==> src/rtl/core/periodic_timed_event_queue_assert.svh <==
// Assertion macros for the timed event queue
`ifndef PERIODIC_TIMED_EVENT_QUEUE_ASSERT_SVH
`define PERIODIC_TIMED_EVENT_QUEUE_ASSERT_SVH
`define PTEQ_ASSERT_IMP(lbl, clk, rst_n, a, c) \
    lbl: assert property (@(posedge clk) disable iff (!rst_n) (a) |-> (c)) \
        else $error("assertion failed");
`define PTEQ_ASSERT_NXT(lbl, clk, rst_n, a, c) \
    lbl: assert property (@(posedge clk) disable iff (!rst_n) (a) |=> (c)) \
        else $error("assertion failed");
`endif

==> src/rtl/core/pteq_pkg.sv <==
// Package: sizes, command codes and state type for the timed event queue
package pteq_pkg;
    localparam int SLOTS     = 16;
    localparam int SLOT_W    = $clog2(SLOTS);
    localparam int ID_BITS   = 16;
    localparam int TIME_BITS = 32;
    localparam int MAX_FIRES = 64;
    localparam int FIRE_W    = $clog2(MAX_FIRES + 1);

    typedef enum logic [1:0] {
        CMD_TICK   = 2'd0,
        CMD_SCHED  = 2'd1,
        CMD_CHECK  = 2'd2,
        CMD_REMOVE = 2'd3
    } t_cmd;

    typedef enum logic [4:0] {
        ST_IDLE  = 5'b00001,
        ST_SCAN  = 5'b00010,
        ST_LAST  = 5'b00100,
        ST_ACT   = 5'b01000,
        ST_WAIT  = 5'b10000
    } t_state;
endpackage

==> src/rtl/core/periodic_timed_event_queue.sv <==
// Top level: timed event queue with slot memory and a sequential scanner
//
// channel  | direction | handshake          | payload
// command  | in        | i_start / o_busy   | i_command i_event_id i_event_time i_event_interval
// result   | out       | o_strobe           | o_fired_valid o_fired_id o_found o_overflow o_last
//
// Check and remove scan all SLOTS entries, one read a cycle, then act. Schedule skips the scan.
// A tick with k firings scans k+1 times, or MAX_FIRES times when the fire cap is reached.
// A firing is held one scan so that the final one carries o_last; at the cap the final
// result follows in the first idle cycle. The registered memory read sets the scan pace.
// Reset clears the counter and used bits at once; slot contents need none.
// The receiver cannot stall.
module periodic_timed_event_queue
    import pteq_pkg::*;
(
    input  logic                 i_clk,
    input  logic                 i_rst_n,
    input  logic                 i_start,
    output logic                 o_busy,
    input  logic [1:0]           i_command,
    input  logic [ID_BITS-1:0]   i_event_id,
    input  logic [TIME_BITS-1:0] i_event_time,
    input  logic [TIME_BITS-1:0] i_event_interval,
    output logic                 o_strobe,
    output logic                 o_fired_valid,
    output logic [ID_BITS-1:0]   o_fired_id,
    output logic                 o_found,
    output logic                 o_overflow,
    output logic                 o_last
);
`include "periodic_timed_event_queue_assert.svh"

    localparam int ENT_W = ID_BITS + 2 * TIME_BITS;

    logic [ENT_W-1:0] mem [SLOTS];
    logic [ENT_W-1:0] r_rd;
    logic [SLOTS-1:0] r_used, n_used;

    t_state r_state, n_state;
    t_cmd   r_cmd;
    logic [ID_BITS-1:0]   r_id;
    logic [TIME_BITS-1:0] r_time, r_iv, r_now;
    logic [SLOT_W:0]      r_ra;
    logic [SLOT_W-1:0]    r_rs;
    logic                 r_rv;
    logic                 r_hit;
    logic [SLOT_W-1:0]    r_best;
    logic [TIME_BITS-1:0] r_bdue, r_breload;
    logic [ID_BITS-1:0]   r_bid;
    logic [FIRE_W-1:0]    r_nf;
    logic                 r_pend, n_pend;
    logic [ID_BITS-1:0]   r_pid, n_pid;

    logic                 n_strobe, n_fv, n_found, n_ovf, n_last;
    logic [ID_BITS-1:0]   n_fid;

    logic                 we;
    logic [SLOT_W-1:0]    wa;
    logic [ENT_W-1:0]     wd;
    logic [TIME_BITS-1:0] reload_due;

    logic [ID_BITS-1:0]   e_id;
    logic [TIME_BITS-1:0] e_due, e_rel;
    logic                 cand;
    logic [SLOT_W-1:0]    free_s;
    logic                 free_ok;
    logic                 accept;
    logic                 tick_hit;

    assign e_id  = r_rd[ENT_W-1 -: ID_BITS];
    assign e_due = r_rd[2*TIME_BITS-1 -: TIME_BITS];
    assign e_rel = r_rd[TIME_BITS-1:0];

    assign accept     = (r_state == ST_IDLE) && i_start;
    assign tick_hit   = (r_state == ST_ACT) && (r_cmd == CMD_TICK) && r_hit;
    assign reload_due = r_bdue + r_breload;

    always_comb begin
        cand = r_rv && r_used[r_rs];
        unique case (r_cmd)
            CMD_TICK: cand = cand && (e_due <= r_now);
            default:  cand = cand && (e_id == r_id);
        endcase
    end

    always_comb begin
        free_s  = '0;
        free_ok = 1'b0;
        for (int i = SLOTS - 1; i >= 0; i--) begin
            if (!r_used[i]) begin
                free_s  = SLOT_W'(i);
                free_ok = 1'b1;
            end
        end
    end

    always_ff @(posedge i_clk) begin
        if (we) begin
            mem[wa] <= wd;
        end
        r_rd <= mem[r_ra[SLOT_W-1:0]];
    end

    assign o_busy = (r_state != ST_IDLE);

    always_comb begin
        n_state = r_state;
        unique case (r_state)
            ST_IDLE: if (i_start) n_state = (t_cmd'(i_command) == CMD_SCHED) ? ST_ACT : ST_SCAN;
            ST_SCAN: if (r_ra == (SLOT_W+1)'(SLOTS - 1)) n_state = ST_LAST;
            ST_LAST: n_state = ST_ACT;
            ST_ACT:  n_state = (tick_hit && r_nf != FIRE_W'(MAX_FIRES - 1)) ? ST_SCAN : ST_WAIT;
            ST_WAIT: n_state = ST_IDLE;
            default: n_state = ST_IDLE;
        endcase
    end

    always_comb begin
        we = 1'b0;
        wa = r_best;
        wd = {r_bid, reload_due, r_breload};
        if (r_state == ST_ACT && r_cmd == CMD_SCHED && r_id != '0 && free_ok) begin
            we = 1'b1;
            wa = free_s;
            wd = {r_id, r_time, r_iv};
        end else if (tick_hit && r_breload != '0) begin
            we = 1'b1;
        end
    end

    always_comb begin
        n_used = r_used;
        if (r_state == ST_ACT) begin
            if (r_cmd == CMD_SCHED && r_id != '0 && free_ok) begin
                n_used[free_s] = 1'b1;
            end else if (r_cmd == CMD_REMOVE && r_id != '0 && r_hit) begin
                n_used[r_best] = 1'b0;
            end else if (tick_hit && r_breload == '0) begin
                n_used[r_best] = 1'b0;
            end
        end
    end

    // a firing waits in r_pid until the next scan shows whether another follows
    always_comb begin
        n_strobe = 1'b0;
        n_fv     = 1'b0;
        n_fid    = '0;
        n_found  = 1'b0;
        n_ovf    = 1'b0;
        n_last   = 1'b0;
        n_pend   = r_pend;
        n_pid    = r_pid;
        if (r_state == ST_ACT) begin
            unique case (r_cmd)
                CMD_SCHED: begin
                    n_strobe = 1'b1;
                    n_last   = 1'b1;
                    n_ovf    = (r_id != '0) && !free_ok;
                end
                CMD_CHECK: begin
                    n_strobe = 1'b1;
                    n_last   = 1'b1;
                    n_found  = (r_id != '0) && r_hit;
                end
                CMD_REMOVE: begin
                    n_strobe = 1'b1;
                    n_last   = 1'b1;
                end
                CMD_TICK: begin
                    n_fv  = r_pend;
                    n_fid = r_pend ? r_pid : '0;
                    if (r_hit) begin
                        n_strobe = r_pend;
                        n_pend   = 1'b1;
                        n_pid    = r_bid;
                    end else begin
                        n_strobe = 1'b1;
                        n_last   = 1'b1;
                        n_pend   = 1'b0;
                    end
                end
                default: ;
            endcase
        end else if (r_state == ST_WAIT && r_pend) begin
            n_strobe = 1'b1;
            n_last   = 1'b1;
            n_fv     = 1'b1;
            n_fid    = r_pid;
            n_pend   = 1'b0;
        end
    end

    always_ff @(posedge i_clk) begin
        if (!i_rst_n) begin
            r_state       <= ST_IDLE;
            r_used        <= '0;
            r_now         <= '0;
            r_cmd         <= CMD_TICK;
            r_rv          <= 1'b0;
            r_pend        <= 1'b0;
            o_strobe      <= 1'b0;
            o_fired_valid <= 1'b0;
            o_fired_id    <= '0;
            o_found       <= 1'b0;
            o_overflow    <= 1'b0;
            o_last        <= 1'b0;
        end else begin
            r_state       <= n_state;
            r_used        <= n_used;
            r_rv          <= (r_state == ST_SCAN);
            r_rs          <= r_ra[SLOT_W-1:0];
            r_pend        <= n_pend;
            r_pid         <= n_pid;
            o_strobe      <= n_strobe;
            o_fired_valid <= n_fv;
            o_fired_id    <= n_fid;
            o_found       <= n_found;
            o_overflow    <= n_ovf;
            o_last        <= n_last;
            if (accept) begin
                r_cmd  <= t_cmd'(i_command);
                r_id   <= i_event_id;
                r_time <= i_event_time;
                r_iv   <= i_event_interval;
                if (t_cmd'(i_command) == CMD_TICK) r_now <= r_now + 1'b1;
            end
            if (accept || tick_hit) begin
                r_ra <= '0;
            end else if (r_state == ST_SCAN) begin
                r_ra <= r_ra + 1'b1;
            end
            if (accept) begin
                r_nf <= '0;
            end else if (tick_hit) begin
                r_nf <= r_nf + 1'b1;
            end
            if (accept || r_state == ST_ACT) begin
                r_hit <= 1'b0;
            end else if (cand && (!r_hit || e_due < r_bdue)) begin
                r_hit <= 1'b1;
            end
            if (cand && (!r_hit || e_due < r_bdue)) begin
                r_best    <= r_rs;
                r_bdue    <= e_due;
                r_breload <= e_rel;
                r_bid     <= e_id;
            end
        end
    end

    `PTEQ_ASSERT_IMP(a_strobe_busy, i_clk, i_rst_n, o_strobe && !o_last, o_busy)
    `PTEQ_ASSERT_IMP(a_fire_not_found, i_clk, i_rst_n, o_strobe && o_fired_valid,
        !o_found && !o_overflow)
    `PTEQ_ASSERT_NXT(a_accept_busy, i_clk, i_rst_n, i_start && !o_busy, o_busy)

endmodule

==> config.mk <==
export PLATFORM = sky130hd
export DESIGN_NAME = periodic_timed_event_queue
export DESIGN_NICKNAME = d
export VERILOG_FILES = /design/src/rtl/core/pteq_pkg.sv /design/src/rtl/core/periodic_timed_event_queue.sv
export VERILOG_INCLUDE_DIRS = /design/src /design/src/rtl/core
export SDC_FILE = /design/constraint.sdc
export NUM_CORES = 2
export LEC_CHECK = 0
export BUFFER_PORTS_ARGS = -buffer_cell sky130_fd_sc_hd__buf_4
export CAP_MARGIN = 20
export CORE_MARGIN = 4
export CORE_UTILIZATION = 56
export DETAILED_ROUTE_END_ITERATION = 10
export GPL_TIMING_DRIVEN = 0
export PLACE_DENSITY = 0.73
export SYNTH_ARGS = -nofsm -noshare
export SYNTH_HDL_FRONTEND = slang
export SYNTH_SLANG_ARGS = --single-unit
==> constraint.sdc <==
create_clock -name i_clk -period 8.96 [get_ports i_clk]
set_clock_uncertainty 0.15 [all_clocks]
set_input_delay 1.792 -clock i_clk [delete_from_list [all_inputs] [get_ports i_clk]]
set_output_delay 1.792 -clock i_clk [all_outputs]
set_load 0.02 [all_outputs]
==> impl_metrics.py <==
metrics = {
    "outcome": {
        "outcome": "completed",
    },
    "yosys": {
        "avgSynthCellArea_sq_um": 19.8,
        "syn_nets": 3389,
        "synth_edf_count": 1477,
        "ys_warn_count": 0,
        "ys_top_cells_by_area": "edfxtp_1 70%, mux4_2 14%, dfxtp_1 5.0%, ha_1 1.9%, nand2_1 1.4%",
        "syn-cell-area_sq_um": 63400,
        "async_flop_share": 0,
        "yosysTopAreaCell": "edfxtp_1",
        "synth-main-ff-cell": "edfxtp_1",
        "yosys.area.top_type_share": 0.700,
        "synth_cells": 3205,
        "ys_seq_area_frac": 0.750,
        "ys_ff_latch": 1635,
        "synth.distinct_cells": 63,
    },
    "timing": {
        "tns_ns": 0,
        "hold_viol": 0,
        "slew_headroom": 0.128,
        "period_needed_ns": 5.62,
        "setup_ws_ns": 3.34,
        "min_period_over_period": 0.627,
        "hold_ws_ns": 0.254,
        "setup_viol": 0,
        "slew_violations": 0,
        "rsz0062_at_grt": "false",
        "tightest_slew_ns": 1.30,
        "fmax_ghz": 0.178,
    },
    "critical_path": {
        "required_ns": 9.33,
        "critical_path.slowest_cell": "clkbuf_1",
        "r2r-end": "mem[10][12]",
        "startpoint_type": "register",
        "slowest_delay_ns": 0.80,
        "r2r_slack_ns": 3.34,
        "worstSetupPathType": "register to register",
        "path_delay_family": "simple AND/OR/NAND/NOR gates",
        "critPathBufInv": 9,
        "worst_path_most_repeated_cell": "buf_6",
        "timing.rr.start": "r_id[8]",
        "rr_worst_depth": 17,
        "path_cells": "nor4_1 -> nand4_1 -> nand3b_1 -> a21oi_1 -> nand2_1 -> clkbuf_1 -> o21ai_0 -> nand2_1 -> nor3_2 -> buf_6 -> buf_6 -> buf_8 -> buf_6 -> buf_6 -> buf_6 -> buf_6 -> buf_6",
        "crit_arrival_ns": 5.98,
        "crit_path_end_kind": "register",
        "path_max_fanout": 10,
    },
    "finish": {
        "instances_no_fill": 5388,
        "multi_input_area_sq_um": 15200,
        "nets": 3933,
        "regArea_sq_um": 47500,
        "syn_to_final_growth_pct": 17.9,
        "fillers": 7038,
        "drive_above_1_share": 0.272,
        "final_util": 0.664,
    },
    "placement": {
        "dpl.hpwl_microns": 112000,
        "gp_congestion": 0.897,
        "io_buffers": 106,
        "placed_cells": 5057,
        "post-place-ws_ns": 3.42,
    },
    "power_and_ir_drop": {
        "powerDensity_nw_per_um2": 240,
        "power.leakage_nw": 25.0,
        "ir_drop_v": 0.000170,
    },
    "die": {
        "initial_core_util": 0.563,
        "io-pin-count": 107,
        "num_rows": 123,
        "core_area_sq_um": 112000,
        "dieArea_sq_um": 119000,
        "die_h_microns": 344,
        "die_w_microns": 344,
    },
    "clocking": {
        "root_buffer": "clkbuf_16",
        "cts_max_path_buffers": 3,
        "hold_buffers": 0,
        "clock_latency_ns": 0.77,
        "cts.reportedPaths.clkPinSlew_ns": 0.06,
        "clkSinkCount": 1635,
        "h-tree-depth": 4,
        "post_cts_buffers": 0,
        "cts_resized": 0,
        "cts_buffers": 162,
        "cts_tree": "yes",
    },
    "routing": {
        "num_vias": 34000,
        "wl_per_cell_microns": 30.5,
        "via_per_inst": 6.31,
        "ant_nets": 0,
        "wl_met2_microns": 78500,
        "first_pass_iters": 6,
        "first_iter_violations": 4589,
        "highest_layer": "met4",
        "wl_microns": 164000,
        "wl_met3_microns": 17100,
        "drt-met1-wl_microns": 62200,
        "drc": 0,
    },
    "worst_hold_path": {
        "min_to": "r_breload[7]",
        "min-delay-start": "r_rd[7]",
        "hold_class": "register to register",
        "hold_path_depth": 0,
    },
    "global_routing": {
        "grt_pass1_wl_microns": 236000,
        "grt_pass1_vias": 33900,
        "grt_overflow": 0,
        "grt_usage": 0.280,
        "antenna_found_initial": 2,
        "grt_max_degree": 17,
    },
    "flow_run": {
        "maxCapViolCount": 0,
    },
}
[layer usage]
| layer | vias up | GRT usage |
|---|---|---|
| li1 | 14100 | - |
| met1 | 17600 | 0.397 |
| met2 | 2027 | 0.439 |
| met3 | 307 | 0.0589 |
| met4 | 0 | 0.103 |
| met5 | - | 0 |
[cells by family (layout without fill, tap and decap cells)]
family                     count (synthesis)  after routing  synth area share
AOI/OAI and AO/OA                        239            239            0.0234
xor gates and xnor gates                  73             73            0.0101
adders and majority gates                 99             99            0.0197
buffers and inverters                    201            883            0.0119
DFF                                     1635           1635             0.750
muxes                                    409            409             0.145
other                                      0              1                 0
and+or+nand+nor                          549            549            0.0407
[cells in the final DEF, fill, tap and decap left out, types with 12 or more instances in the layout]
cell and count:
o21ai_0 53, nand4_1 23, a21o_1 38, xnor2_1 61, buf_6 177, clkinv_1 24, edfxtp_1 1477, mux4_2 405
nor4_1 17, clkbuf_16 168, clkbuf_1 127, nor2_1 107, buf_8 65, bufinv_16 14, clkinv_2 24, dfxtp_1 158
nor3_1 18, nand2_1 241, inv_1 83, ha_1 98, nand2b_1 12, nor3_2 20, buf_4 128, and2_1 22
a21oi_1 78, buf_1 35, nand3_1 33, xor2_1 12, clkbuf_8 14
[final cells by class]
class,instances,share of cell area
clock inverters,78,0.0109
plain buffers,118,0.00593
inverters,83,0.00417
diodes,1,0.0000335
flip-flops and latches,1635,0.636
multi-input cells,1369,0.204
clock buffers,224,0.0607
repair buffers,380,0.0538
well taps,1500,0.0251
[state kept, by name, summed over array words and instances (netlist names), 7 cells and up]
name	count
mem	1280
r_rd	80
r_bdue	32
r_breload	32
r_iv	32
r_now	32
r_time	32
o_fired_id	16
r_bid	16
r_id	16
r_pid	16
r_used	16
r_nf	7
[metrics by stage]
| step | power, mW | cell area (sq um) |
|---|---|---|
| floorplan | 10.3 | 63400 |
| global placement | 11.1 | 66100 |
| detailed placement | 11.2 | 69000 |
| CTS | 18.0 | 74400 |
| global route | 18.5 | 74700 |
| finish | 17.9 | 74700 |
[report_power, final]
part,switching (mW),internal (mW),leakage [nW]
sequential,0.259,8.55,14.6
combinational,1.15,1.14,7.79
clock,2.89,3.96,2.61
[worst max path at each step]
stage / from / end / slack, ns / depth (start not counted)
6_report: r_id[8] / mem[10][12] / 3.34 / 17
2_1_floorplan: i_rst_n / r_bdue[0] / 0.17 / 5
4_1_cts: r_id[8] / mem[15][63] / 3.33 / 9
5_1_grt: r_id[8] / mem[10][3] / 3.26 / 17
3_3_place_gp: r_id[15] / mem[2][12] / -8.15 / 7
3_5_place_dp: r_id[8] / mem[1][63] / 3.42 / 9
[synth_stat cells (7+ instances only)]
library cell	n
o21ai_0	56
ha_1	98
a21o_1	38
nor3_1	36
inv_1	83
dfxtp_1	158
a211oi_1	7
nand2b_1	12
clkbuf_1	83
nor2b_1	10
nand3_1	33
buf_1	35
xnor2_1	61
a21oi_1	78
nor4_1	17
and2_1	22
mux4_2	405
xor2_1	12
or3_1	8
and3_1	11
nor2_1	108
edfxtp_1	1477
nand2_1	241
nand4_1	23
a31oi_1	9
Power figures use the tool's default switching activity.
